--- src/hw/rtl/mecanum_wheel_mixer_defines.svh ---
// assertion macros for the mecanum wheel mixer
// included by the rtl files that carry concurrent checks; no other dependencies
`ifndef MECANUM_WHEEL_MIXER_DEFINES_SVH
`define MECANUM_WHEEL_MIXER_DEFINES_SVH
`ifndef ASSERT_OFF
`define CHECK_IMPLY(label, clk, rst, ante, cons, msg) \
   label: assert property (@(posedge clk) disable iff (rst) (ante) |-> (cons)) else $error(msg);
`define CHECK_NEXT(label, clk, rst, ante, cons, msg) \
   label: assert property (@(posedge clk) disable iff (rst) (ante) |=> (cons)) else $error(msg);
`else
`define CHECK_IMPLY(label, clk, rst, ante, cons, msg)
`define CHECK_NEXT(label, clk, rst, ante, cons, msg)
`endif
`endif

--- src/hw/rtl/mwm_pkg.sv ---
// shared widths, register codes, reset values and stage payload types
// for the mecanum wheel mixer; no dependencies
package mwm_pkg;

   localparam int WHEELS  = 4;
   localparam int IN_W    = 16;
   localparam int OUT_W   = 16;
   localparam int Q_FRAC  = 12;
   localparam int PRODQ_W = 2 * IN_W;
   // mixed wheel value, signed; magnitude stays below 2^19
   localparam int MIX_W   = 20;
   localparam int MAG_W   = MIX_W - 1;
   localparam int MAXS_W  = 15;
   localparam int PROD_W  = MAG_W + MAXS_W;
   localparam int QUOT_W  = MAXS_W;
   localparam int QIDX_W  = $clog2(QUOT_W);
   localparam int CSR_IDX_W = 2;
   localparam int CSR_DAT_W = 16;

   localparam logic signed [PRODQ_W-1:0] Q_ROUND = PRODQ_W'((1 << Q_FRAC) - 1);
   localparam logic signed [MIX_W-1:0]   SAT_HI  = MIX_W'(32767);
   localparam logic signed [MIX_W-1:0]   SAT_LO  = -MIX_W'(32768);

   localparam logic signed [IN_W-1:0] FRONT_COEF_RST = -IN_W'(737);
   localparam logic signed [IN_W-1:0] REAR_COEF_RST  = -IN_W'(901);
   localparam logic [MAXS_W-1:0]      MAX_SPEED_RST  = MAXS_W'(16384);

   typedef enum logic [CSR_IDX_W-1:0] {
      CSR_FRONT_COEF,
      CSR_REAR_COEF,
      CSR_MAX_SPEED
   } csr_index_type;

   // after mixing and the magnitude search
   typedef struct packed {
      logic [WHEELS-1:0][MIX_W-1:0] wheel;
      logic [WHEELS-1:0][MAG_W-1:0] mag;
      logic [MAG_W-1:0]             largest;
      logic                         raw;
   } mix_type;

   // one step of the long division, all four wheels side by side
   typedef struct packed {
      logic [WHEELS-1:0][PROD_W-1:0] rem;
      logic [WHEELS-1:0][QUOT_W-1:0] quot;
      logic [WHEELS-1:0]             neg;
      logic [WHEELS-1:0][OUT_W-1:0]  sat;
      logic [MAG_W-1:0]              divisor;
      logic                          scale;
   } div_type;

endpackage

--- src/hw/rtl/mwm_scale.sv ---
// scaling setup stage: desaturation decision, dividend product, saturated raw value
// one register stage; uses mwm_pkg
module mwm_scale import mwm_pkg::*; (
   input  logic              clock,
   input  logic              reset,
   input  logic              in_valid,
   output logic              in_ready,
   input  mix_type           in_data,
   input  logic [MAXS_W-1:0] max_speed,
   output logic              out_valid,
   input  logic              out_ready,
   output div_type           out_data
);

   function automatic logic [OUT_W-1:0] sat16(input logic signed [MIX_W-1:0] x);
      if (x > SAT_HI) return OUT_W'(SAT_HI);
      if (x < SAT_LO) return OUT_W'(SAT_LO);
      return OUT_W'(x);
   endfunction

   logic    valid_ff;
   div_type data_ff, data_in;

   assign in_ready = !valid_ff || out_ready;

   always_comb begin
      data_in.divisor = in_data.largest;
      data_in.scale   = !in_data.raw && (in_data.largest > MAG_W'(max_speed));
      for (int w = 0; w < WHEELS; w++) begin
         data_in.rem[w]  = PROD_W'(in_data.mag[w]) * PROD_W'(max_speed);
         data_in.quot[w] = '0;
         data_in.neg[w]  = in_data.wheel[w][MIX_W-1];
         data_in.sat[w]  = sat16($signed(in_data.wheel[w]));
      end
   end

   always_ff @(posedge clock) begin
      if (reset) begin
         valid_ff <= 1'b0;
      end else if (in_ready) begin
         valid_ff <= in_valid;
      end
   end

   always_ff @(posedge clock) begin
      if (in_ready && in_valid) data_ff <= data_in;
   end

   assign out_valid = valid_ff;
   assign out_data  = data_ff;

endmodule

--- config.mk ---
export PLATFORM = sky130hd
export DESIGN_NAME = mwm_scale
export DESIGN_NICKNAME = d
export VERILOG_FILES = /design/src/hw/rtl/mecanum_wheel_mixer_defines.svh /design/src/hw/rtl/mwm_pkg.sv /design/src/hw/rtl/mwm_scale.sv
export SDC_FILE = /design/constraint.sdc
export NUM_CORES = 2
export LEC_CHECK = 0
export BUFFER_PORTS_ARGS = -buffer_cell sky130_fd_sc_hd__buf_4
export CAP_MARGIN = 20
export CORE_MARGIN = 4
export CORE_UTILIZATION = 45
export CTS_CLUSTER_SIZE = 24
export DETAILED_ROUTE_END_ITERATION = 8
export GPL_TIMING_DRIVEN = 0
export PLACE_DENSITY = 0.68
export SYNTH_ARGS = -nofsm -noshare
export SYNTH_HDL_FRONTEND = slang
export SYNTH_SLANG_ARGS = --single-unit
--- constraint.sdc ---
create_clock -name clock -period 9.16 [get_ports clock]
set_input_delay 0.458 -clock clock [delete_from_list [all_inputs] [get_ports clock]]
set_output_delay 0.458 -clock clock [all_outputs]
set_load 0.02 [all_outputs]
==> qor.txt <==
setup TNS -> 0 ps
first-pass GRT wire length -> 219400 um
share of post-route cells with drive strength above 1 -> 0.1069
Max-Cap Viols -> 0
fin crit period -> 7972 ps
Die Span X -> 324.6 um
# fillers -> 9137
Cells after Synth -> 4678
Congestion Overflow GR -> 0
placed wire-length estimate -> 118200 um
status -> finished, final reports clean
CTS tree -> yes
core area -> 98850 um2
Post-synth EDFFs -> 224
Via density -> 5.336
DR iter-0 viols -> 2860
crit start category -> input pin
IO Pins -> 481
Pre-Repair DR Iteration Count -> 6
synth unique cells -> 73
clock latency on the worst-skew pair -> 630 ps
crit share post-route -> 0.8703
CTS Buf Count -> 28
crit path DAT -> 8320 ps
CP max FO -> 10
GRT Overall Usage -> 0.2733
largest net degree at the start of global routing -> 74
CP required -> 9510 ps
Worst slew margin -> 0.1532
Clock Path Buffers -> 3
CP Capture Type -> register
Clock Sinks -> 225
Worst Skew -> 46.83 ps
I/O Buffers -> 406
fin nets -> 6679
Reg clk slew, reported paths -> 60 ps
WL final -> 143200 um
GPL Wtd Cong -> 0.9523
initial antenna violation count -> 17
Post-CTS Setup Inserts -> 0
vias in the first global route -> 36350
vias -> 34790
clock root buffer -> clkbuf_16
Die Y-Extent -> 324.6 um
die area -> 105300 um2
Critical Setup Path Class -> in2reg
final hold violations -> 0
mapped cell area -> 45100 um2
cell row count -> 115
endpoints failing setup -> 0
Synth Flop Type -> edfxtp_1
Yosys reg bits -> 225
synth-to-layout area growth -> 14.01%
Slew Limit Fails -> 0
RSZ-0062 raised after global routing -> false
Seq/Total Area, Yosys -> 0.1496
post-DR wirelength/cell -> 21.96 um
H-tree levels -> 1
mean post-synth cell area -> 9.640 um2
Util after Layout -> 0.5201
Initial Util -> 0.4562
post-route ant nets -> 0
asr flop ratio synth -> 0
Least-Margin Pin Slew -> 1270 ps
worst hold path type -> in2reg
DRC violations left -> 0
Ys Warns -> 0
Peak Freq -> 125.4 MHz
==> per-stage QoR <==
step / hold slack (ps) / area, um2 / std cells / setup slack [ps]
4_1_cts: 13.85 / 51320 / 6504 / 1339
3_5_place_dp: 522.1 / 50220 / 6441 / 727.8
6_report: 55.30 / 51410 / 6521 / 1188
2_1_floorplan: 527.1 / 45320 / 4737 / 2696
3_3_place_gp: 497.3 / 49980 / 6430 / 90.46
5_1_grt: 26.79 / 51390 / 6510 / 1089
==> sequential cells by signal, summed over array words and instances, names as in the netlist <==
signal and count:
out_data 224, out_valid 1
==> cell type report <==
cell class | instances | area (um2) | area share
Antenna cell | 13 | 32.53 | 0.0006327
Buffer | 287 | 1306 | 0.02541
Clock buffer | 29 | 704.4 | 0.01370
Clock inverter | 21 | 271.5 | 0.005281
Inverter | 958 | 3596 | 0.06994
Multi-Input combinational cell | 3267 | 33670 | 0.6549
Sequential cell | 225 | 6746 | 0.1312
Tap cell | 1287 | 1610 | 0.03132
Timing Repair Buffer | 434 | 3475 | 0.06758
==> cells in the mapped netlist, types with 3 or more instances <==
library cell | count | area, um2
and4_1 | 3 | 26.28
nor4_1 | 6 | 37.54
nand3_1 | 22 | 110.1
o21ai_1 | 8 | 40.04
a21o_1 | 68 | 510.5
clkbuf_1 | 224 | 840.8
nor2_1 | 55 | 206.5
a31o_2 | 4 | 35.03
a2111o_1 | 3 | 33.78
and2_1 | 593 | 3710
a41oi_2 | 3 | 48.80
xnor2_1 | 85 | 744.5
edfxtp_1 | 224 | 6726
a21oi_1 | 108 | 540.5
xor2_1 | 34 | 297.8
and3_1 | 13 | 81.33
buf_4 | 60 | 450.4
nor3_1 | 25 | 125.1
o21bai_1 | 15 | 112.6
buf_2 | 3 | 15.01
or3_1 | 3 | 18.77
or2_2 | 7 | 43.79
a41oi_1 | 3 | 26.28
a31oi_1 | 11 | 68.82
inv_1 | 958 | 3596
o21a_1 | 70 | 525.5
nand4_1 | 16 | 100.1
a211oi_1 | 13 | 97.59
o21ai_0 | 56 | 280.3
fa_1 | 876 | 17540
ha_1 | 407 | 5092
o211ai_1 | 6 | 45.04
nor2b_1 | 15 | 93.84
nor3b_1 | 3 | 22.52
nand2_1 | 618 | 2320
nand2b_1 | 6 | 37.54
o31ai_1 | 8 | 60.06
==> metal layers <==
layer  wire length [um]  GRT usage  up-vias
li1                   -          -    15180
met1              53620     0.3404    17510
met2              64880     0.4358     1748
met3              17040    0.08958      352
met4               7551     0.1204        8
met5                135   0.007246        -
==> cells by family after synthesis <==
kind of cell    Yosys count  share of synthesized area
compound gates          410                    0.06118
xor+xnor                119                    0.02311
fa+ha+maj              1283                     0.5018
buf+inv                1245                     0.1087
flops                   225                     0.1496
other cells               1                 0.00008316
simple gates           1395                     0.1555
==> placed cells by master (no fill, tap or decap), drive strengths merged, types with 13 or more instances in the layout <==
master / count
a211oi: 15
a21o: 68
a21oi: 110
a31oi: 13
and2: 594
and3: 13
buf: 484
clkbuf: 253
clkinv: 13
conb: 60
diode: 13
dlygate4sd3: 13
edfxtp: 224
fa: 876
ha: 407
inv: 959
nand2: 619
nand3: 23
nand4: 16
nor2: 56
nor2b: 15
nor3: 25
o21a: 70
o21ai: 65
o21bai: 15
xnor2: 85
xor2: 34
==> path summary, 6_finish.rpt <==
kind / startpoint / endpoint / slack, ps / depth (start not counted)
worst min-delay path: in_data[10] / out_data[10]$_DFFE_PP_ / 60 / 1
worst max register to register: out_valid$_SDFFE_PP0N_ / out_data[264]$_DFFE_PP_ / 7360 / 3
worst max-delay path: max_speed[8] / out_data[181]$_DFFE_PP_ / 1190 / 21
worst min register to register: out_valid$_SDFFE_PP0N_ / out_valid$_SDFFE_PP0N_ / 530 / 2
==> worst max-delay path, stage by stage <==
cell and delay, ps:
clkbuf_1 160, clkbuf_1 960, clkbuf_1 950, nand2_1 170, fa_1 560, fa_1 470
fa_1 540, inv_1 50, fa_1 450, fa_1 490, inv_1 50, fa_1 480
inv_1 40, ha_1 330, and2_1 230, o2111ai_1 130, o21ai_0 470, o21ai_0 200
o31ai_1 740, a221o_1 300, xnor2_1 80
==> repair_timing <==
action	in CTS	in global routing
hold buffers	13	0
resized for setup	0	0
hold endpoints to repair	13	0
Power is left out: the tool's default activity adds up to more than one toggle a clock period on the data nets, which glitch-free logic cannot reach.
