--- src/hw/rtl/mecanum_wheel_mixer_defines.svh ---
// assertion macros for the mecanum wheel mixer
// included by the rtl files that carry concurrent checks; no other dependencies
`ifndef MECANUM_WHEEL_MIXER_DEFINES_SVH
`define MECANUM_WHEEL_MIXER_DEFINES_SVH
`ifndef ASSERT_OFF
`define CHECK_IMPLY(label, clk, rst, ante, cons, msg) \
   label: assert property (@(posedge clk) disable iff (rst) (ante) |-> (cons)) else $error(msg);
`define CHECK_NEXT(label, clk, rst, ante, cons, msg) \
   label: assert property (@(posedge clk) disable iff (rst) (ante) |=> (cons)) else $error(msg);
`else
`define CHECK_IMPLY(label, clk, rst, ante, cons, msg)
`define CHECK_NEXT(label, clk, rst, ante, cons, msg)
`endif
`endif

--- src/hw/rtl/mwm_pkg.sv ---
// shared widths, register codes, reset values and stage payload types
// for the mecanum wheel mixer; no dependencies
package mwm_pkg;

   localparam int WHEELS  = 4;
   localparam int IN_W    = 16;
   localparam int OUT_W   = 16;
   localparam int Q_FRAC  = 12;
   localparam int PRODQ_W = 2 * IN_W;
   // mixed wheel value, signed; magnitude stays below 2^19
   localparam int MIX_W   = 20;
   localparam int MAG_W   = MIX_W - 1;
   localparam int MAXS_W  = 15;
   localparam int PROD_W  = MAG_W + MAXS_W;
   localparam int QUOT_W  = MAXS_W;
   localparam int QIDX_W  = $clog2(QUOT_W);
   localparam int CSR_IDX_W = 2;
   localparam int CSR_DAT_W = 16;

   localparam logic signed [PRODQ_W-1:0] Q_ROUND = PRODQ_W'((1 << Q_FRAC) - 1);
   localparam logic signed [MIX_W-1:0]   SAT_HI  = MIX_W'(32767);
   localparam logic signed [MIX_W-1:0]   SAT_LO  = -MIX_W'(32768);

   localparam logic signed [IN_W-1:0] FRONT_COEF_RST = -IN_W'(737);
   localparam logic signed [IN_W-1:0] REAR_COEF_RST  = -IN_W'(901);
   localparam logic [MAXS_W-1:0]      MAX_SPEED_RST  = MAXS_W'(16384);

   typedef enum logic [CSR_IDX_W-1:0] {
      CSR_FRONT_COEF,
      CSR_REAR_COEF,
      CSR_MAX_SPEED
   } csr_index_type;

   // after mixing and the magnitude search
   typedef struct packed {
      logic [WHEELS-1:0][MIX_W-1:0] wheel;
      logic [WHEELS-1:0][MAG_W-1:0] mag;
      logic [MAG_W-1:0]             largest;
      logic                         raw;
   } mix_type;

   // one step of the long division, all four wheels side by side
   typedef struct packed {
      logic [WHEELS-1:0][PROD_W-1:0] rem;
      logic [WHEELS-1:0][QUOT_W-1:0] quot;
      logic [WHEELS-1:0]             neg;
      logic [WHEELS-1:0][OUT_W-1:0]  sat;
      logic [MAG_W-1:0]              divisor;
      logic                          scale;
   } div_type;

endpackage

--- src/hw/rtl/mwm_mix.sv ---
// front of the pipeline: rotation products, wheel mixing, magnitude search
// three register stages; uses mwm_pkg
module mwm_mix import mwm_pkg::*; (
   input  logic                   clock,
   input  logic                   reset,
   input  logic                   in_valid,
   output logic                   in_ready,
   input  logic signed [IN_W-1:0] forward_speed,
   input  logic signed [IN_W-1:0] side_speed,
   input  logic signed [IN_W-1:0] turn_rate,
   input  logic                   raw_mode,
   input  logic signed [IN_W-1:0] front_coef,
   input  logic signed [IN_W-1:0] rear_coef,
   output logic                   out_valid,
   input  logic                   out_ready,
   output mix_type                out_data
);

   function automatic logic signed [MIX_W-1:0] q12_trunc(input logic signed [PRODQ_W-1:0] p);
      logic signed [PRODQ_W-1:0] adj;
      // bias negatives so the shift truncates toward zero
      adj = p[PRODQ_W-1] ? p + Q_ROUND : p;
      return MIX_W'(adj >>> Q_FRAC);
   endfunction

   logic                      s1_valid_ff, s2_valid_ff, s3_valid_ff;
   logic                      s1_ready, s2_ready, s3_ready;
   logic signed [IN_W-1:0]    s1_vx_ff, s1_vy_ff;
   logic                      s1_raw_ff;
   logic signed [PRODQ_W-1:0] s1_fprod_ff, s1_rprod_ff, s1_fprod_in, s1_rprod_in;
   logic [WHEELS-1:0][MIX_W-1:0] s2_wheel_ff, s2_wheel_in;
   logic                      s2_raw_ff;
   mix_type                   s3_ff, s3_in;

   assign s3_ready = !s3_valid_ff || out_ready;
   assign s2_ready = !s2_valid_ff || s3_ready;
   assign s1_ready = !s1_valid_ff || s2_ready;
   assign in_ready = s1_ready;

   assign s1_fprod_in = front_coef * turn_rate;
   assign s1_rprod_in = rear_coef * turn_rate;

   always_comb begin
      logic signed [MIX_W-1:0] vx, vy, front, rear;
      vx    = MIX_W'(s1_vx_ff);
      vy    = MIX_W'(s1_vy_ff);
      front = q12_trunc(s1_fprod_ff);
      rear  = q12_trunc(s1_rprod_ff);
      s2_wheel_in[0] = -vx - vy + front;
      s2_wheel_in[1] =  vx - vy + front;
      s2_wheel_in[2] =  vx + vy + rear;
      s2_wheel_in[3] = -vx + vy + rear;
   end

   always_comb begin
      logic [MAG_W-1:0] max01, max23;
      s3_in.wheel = s2_wheel_ff;
      s3_in.raw   = s2_raw_ff;
      for (int w = 0; w < WHEELS; w++) begin
         s3_in.mag[w] = s2_wheel_ff[w][MIX_W-1] ? MAG_W'(-$signed(s2_wheel_ff[w]))
                                                : MAG_W'(s2_wheel_ff[w]);
      end
      max01 = (s3_in.mag[0] > s3_in.mag[1]) ? s3_in.mag[0] : s3_in.mag[1];
      max23 = (s3_in.mag[2] > s3_in.mag[3]) ? s3_in.mag[2] : s3_in.mag[3];
      s3_in.largest = (max01 > max23) ? max01 : max23;
   end

   always_ff @(posedge clock) begin
      if (reset) begin
         s1_valid_ff <= 1'b0;
         s2_valid_ff <= 1'b0;
         s3_valid_ff <= 1'b0;
      end else begin
         if (s1_ready) s1_valid_ff <= in_valid;
         if (s2_ready) s2_valid_ff <= s1_valid_ff;
         if (s3_ready) s3_valid_ff <= s2_valid_ff;
      end
   end

   always_ff @(posedge clock) begin
      if (s1_ready && in_valid) begin
         s1_vx_ff    <= forward_speed;
         s1_vy_ff    <= side_speed;
         s1_raw_ff   <= raw_mode;
         s1_fprod_ff <= s1_fprod_in;
         s1_rprod_ff <= s1_rprod_in;
      end
      if (s2_ready && s1_valid_ff) begin
         s2_wheel_ff <= s2_wheel_in;
         s2_raw_ff   <= s1_raw_ff;
      end
      if (s3_ready && s2_valid_ff) begin
         s3_ff <= s3_in;
      end
   end

   assign out_valid = s3_valid_ff;
   assign out_data  = s3_ff;

endmodule

--- config.mk ---
export PLATFORM = sky130hd
export DESIGN_NAME = mwm_mix
export DESIGN_NICKNAME = d
export VERILOG_FILES = /design/src/hw/rtl/mecanum_wheel_mixer_defines.svh /design/src/hw/rtl/mwm_pkg.sv /design/src/hw/rtl/mwm_mix.sv
export SDC_FILE = /design/constraint.sdc
export NUM_CORES = 2
export LEC_CHECK = 0
export BUFFER_PORTS_ARGS = -buffer_cell sky130_fd_sc_hd__buf_2
export CELL_PAD_IN_SITES_DETAIL_PLACEMENT = 0
export CELL_PAD_IN_SITES_GLOBAL_PLACEMENT = 1
export CORE_MARGIN = 2
export CORE_UTILIZATION = 54
export CTS_BUF_LIST = sky130_fd_sc_hd__clkbuf_16
export CTS_CLUSTER_SIZE = 25
export DETAILED_ROUTE_END_ITERATION = 6
export PLACE_DENSITY_LB_ADDON = 0.1
export REMOVE_ABC_BUFFERS = 1
export SYNTH_ARGS = -nofsm -noshare
export SYNTH_HDL_FRONTEND = slang
export SYNTH_SLANG_ARGS = --single-unit
--- constraint.sdc ---
create_clock -name clock -period 17.4 [get_ports clock]
set_input_delay 1.74 -clock clock [delete_from_list [all_inputs] [get_ports clock]]
set_output_delay 1.74 -clock clock [all_outputs]
set_load 0.01 [all_outputs]
==> flow_summary.toml <==
[sta]
period_share_pct = 46.2
slew_viol_final = 0
hold_viol_final = 0
final.hold.worst_slack_ns = 0.420
clock-skew-final_ns = 0.0245
rsz0062_at_grt = "false"
slew_headroom_pct = 30.6
achievable-frequency_mhz = 124
period_needed_ns = 8.04
fin_tns_setup_ns = 0
setup_violations = 0
tightestPinTransition_ns = 1.04

[floorplanning]
io_pins = 263
design.core.area_um2 = 73200
die_y_um = 276
floorplan.die.width_um = 276
die-area_um2 = 76400
initial_core_util_pct = 54.7
num_rows = 99

[flow_run]
max_cap_violations = 0

[drt]
dr.pass1.iters = 5
dr_wl_cell_um = 19.6
vias_per_cell = 5.28
vias = 26545
drt_drc_violations_left = 0
number_of_nets_with_antenna_violations_after_routing = 0
initial_detailed_routing_violation_count = 1316
finalWirelength_um = 98600

[critical_path]
worst-setup-path-type = "input pin to flop"
worstPathRequired_ns = 17.68
crit_path_max_fanout = 32
r2r.worst_path.cells = 28
critical_path.startpoint_type = "input pin"
timing.critical_path.arrival_ns = 8.31
critPathCaptureType = "flop"

[clock_tree]
number_of_post_cts_setup_repair_buffers = 0
clk_path_buf_depth = 3
cts_hold_buf = 0
post_cts_resize_count = 0
cts.htree.levels = 2
cts_tree = "yes"
root_buffer = "sky130_fd_sc_hd__clkbuf_16"
source_to_sink_clock_delay_at_the_later_pin_of_the_worst_skew_pair_ns = 0.54
worst_setup_hold_path_clk_slew_ns = 0.06
clock_sink_count = 351
tritoncts.num_buffers = 34

[logic_synthesis]
flip_flop_and_latch_count_after_synthesis = 351
synthesis.area_per_instance_um2 = 10.5
yosys.cell_count.top_type = "sky130_fd_sc_hd__inv_1"
netlist_area_um2 = 40100
share_of_synthesized_flip_flops_with_an_asynchronous_set_or_reset_pct = 0
synth_ff_type = "sky130_fd_sc_hd__edfxtp_1"
share_of_the_synthesized_area_in_the_top_cell_type_pct = 30.0
synth_top_cell_by_area = "sky130_fd_sc_hd__fa_1"
proportion_of_synthesized_chip_area_in_sequential_cells_pct = 26.2
synthesis.yosys.warnings = 0
top_post_synthesis_cells_by_area = "sky130_fd_sc_hd__fa_1, sky130_fd_sc_hd__edfxtp_1, sky130_fd_sc_hd__ha_1, sky130_fd_sc_hd__inv_1, sky130_fd_sc_hd__xnor2_1"
synth_cells = 3830
post_synth_most_frequent_cells = "sky130_fd_sc_hd__inv_1, sky130_fd_sc_hd__fa_1, sky130_fd_sc_hd__edfxtp_1, sky130_fd_sc_hd__nand2_1, sky130_fd_sc_hd__ha_1"
synthDistinctLibCells = 74
synth-edff-count = 348

[finish]
layout-drive-gt1-share_pct = 9.00
area_delta_synth_final_pct = 8.36
layout.core_utilization_pct = 59.3
finalNetCount = 5027

[grt]
global_route.peak_usage_layer = "met2"
grt_antenna_before_repair = 1
grt_remaining_overflow = 0
grt_use_met1_pct = 35.7
grt_pass1_vias = 27838
met2_usage_pct = 45.1
gr-usage-met3_pct = 3.06
grt_pass1_wl_um = 157000
grt_start_max_net_pins = 81
total_global_routing_track_utilization_pct = 26.5

[outcome]
outcome = "finished, final reports clean"

[place]
last_weighted_congestion_value_of_the_routability_driven_placer = 0.905
placement.io_buffers = 262
dp.final_hpwl_um = 80400

[min_path]
min-delay-path-class = "flop to flop"
worst_hold_path.num_cells = 0
## area by class of cell
type / count / area [µm²]
Tap cell: 959 / 1200
Timing Repair Buffer: 276 / 1420
Sequential cell: 351 / 10500
Clock inverter: 25 / 231
Inverter: 820 / 3080
Fill cell: 6400 / 29800
Antenna cell: 1 / 2.50
Multi-Input combinational cell: 2559 / 26100
Clock buffer: 35 / 876
## critical path: stages
cell and delay (ns):
sky130_fd_sc_hd__buf_2 0.69, sky130_fd_sc_hd__nand2_1 0.19, sky130_fd_sc_hd__inv_1 0.13, sky130_fd_sc_hd__fa_1 0.56
sky130_fd_sc_hd__fa_1 0.87, sky130_fd_sc_hd__fa_1 0.53, sky130_fd_sc_hd__fa_1 0.53, sky130_fd_sc_hd__fa_1 0.50
sky130_fd_sc_hd__inv_1 0.05, sky130_fd_sc_hd__fa_1 0.47, sky130_fd_sc_hd__inv_1 0.04, sky130_fd_sc_hd__ha_1 0.19
sky130_fd_sc_hd__or3_1 0.41, sky130_fd_sc_hd__a2111oi_0 0.42, sky130_fd_sc_hd__a31oi_1 0.18, sky130_fd_sc_hd__o41ai_1 0.43
sky130_fd_sc_hd__o21bai_1 0.11, sky130_fd_sc_hd__a21oi_1 0.18, sky130_fd_sc_hd__xnor2_1 0.07
## sequential cells by signal, summed over array words and instances (netlist names)
name,cells
out_valid,1
s2_raw_ff,1
s1_valid_ff,1
out_data,171
s1_vx_ff,16
s2_valid_ff,1
s1_vy_ff,16
s2_wheel_ff,79
s1_fprod_ff,32
s1_raw_ff,1
s1_rprod_ff,32
## metrics by stage
step	cell area [µm²]	std cells	worst slack, ns
2_1_floorplan	39600	3730	7.31
3_3_place_gp	42300	4965	8.95
3_5_place_dp	42300	4965	8.80
4_1_cts	43400	5025	9.38
5_1_grt	43400	5025	8.96
6_report	43400	5026	9.36
## final timing paths
check	startpoint	endpoint	slack, ns
worst max-delay path	turn_rate[2]	s1_rprod_ff[29]$_DFFE_PP_	9.36
worst min-delay path	s2_raw_ff$_DFFE_PP_	out_data[0]$_DFFE_PP_	0.42
worst max register to register	s2_wheel_ff[20]$_DFFE_PP_	out_data[7]$_DFFE_PP_	9.94
worst min register to register	s2_raw_ff$_DFFE_PP_	out_data[0]$_DFFE_PP_	0.42
## cell families (layout without fill, tap and decap cells)
| logic type | Yosys count | count (layout) | share of synthesized area [%] |
|---|---|---|---|
| buffers and inverters | 920 | 1156 | 8.74 |
| adder cells (fa/ha/maj) | 901 | 901 | 39.4 |
| multiplexers | 51 | 51 | 1.38 |
| flip-flops | 351 | 351 | 26.2 |
| AO/OA/AOI/OAI | 393 | 393 | 6.55 |
| AND/OR/NAND/NOR | 949 | 949 | 11.9 |
| XOR/XNOR | 265 | 265 | 5.79 |
| other | 0 | 1 | 0 |
## metal layers
| layer | part of all wire (%) | wire [µm] | vias up |
|---|---|---|---|
| met3 | 4.8 | 4750 | 116 |
| li1 | - | - | 12579 |
| met4 | 3.0 | 3010 | 2 |
| met5 | 0.011 | 11 | - |
| met2 | 48 | 47500 | 661 |
| met1 | 44 | 43400 | 13187 |
## cells in the final DEF (no fill, tap or decap), types with 7 or more instances in the layout
master	n
sky130_fd_sc_hd__edfxtp_1	348
sky130_fd_sc_hd__a31oi_1	7
sky130_fd_sc_hd__o31ai_1	23
sky130_fd_sc_hd__a21o_1	51
sky130_fd_sc_hd__xnor2_1	190
sky130_fd_sc_hd__nand3_1	40
sky130_fd_sc_hd__o41ai_1	9
sky130_fd_sc_hd__and2_1	265
sky130_fd_sc_hd__inv_1	823
sky130_fd_sc_hd__o211ai_1	13
sky130_fd_sc_hd__nor2b_1	25
sky130_fd_sc_hd__a21oi_1	96
sky130_fd_sc_hd__buf_4	14
sky130_fd_sc_hd__nand2b_1	21
sky130_fd_sc_hd__o21bai_1	16
sky130_fd_sc_hd__o21ai_0	81
sky130_fd_sc_hd__o21a_1	25
sky130_fd_sc_hd__nor4_1	14
sky130_fd_sc_hd__nor3_1	42
sky130_fd_sc_hd__xor2_1	75
sky130_fd_sc_hd__a211oi_1	14
sky130_fd_sc_hd__mux2i_2	10
sky130_fd_sc_hd__or3_1	17
sky130_fd_sc_hd__ha_1	299
sky130_fd_sc_hd__clkbuf_16	35
sky130_fd_sc_hd__nand2_1	325
sky130_fd_sc_hd__or2_2	7
sky130_fd_sc_hd__and3_1	22
sky130_fd_sc_hd__nor2_1	123
sky130_fd_sc_hd__mux2i_1	36
sky130_fd_sc_hd__buf_2	262
sky130_fd_sc_hd__nand4_1	24
sky130_fd_sc_hd__fa_1	601
Power is not shown: default switching activity piles up to over one toggle a cycle in this logic, so the estimate is an artifact.
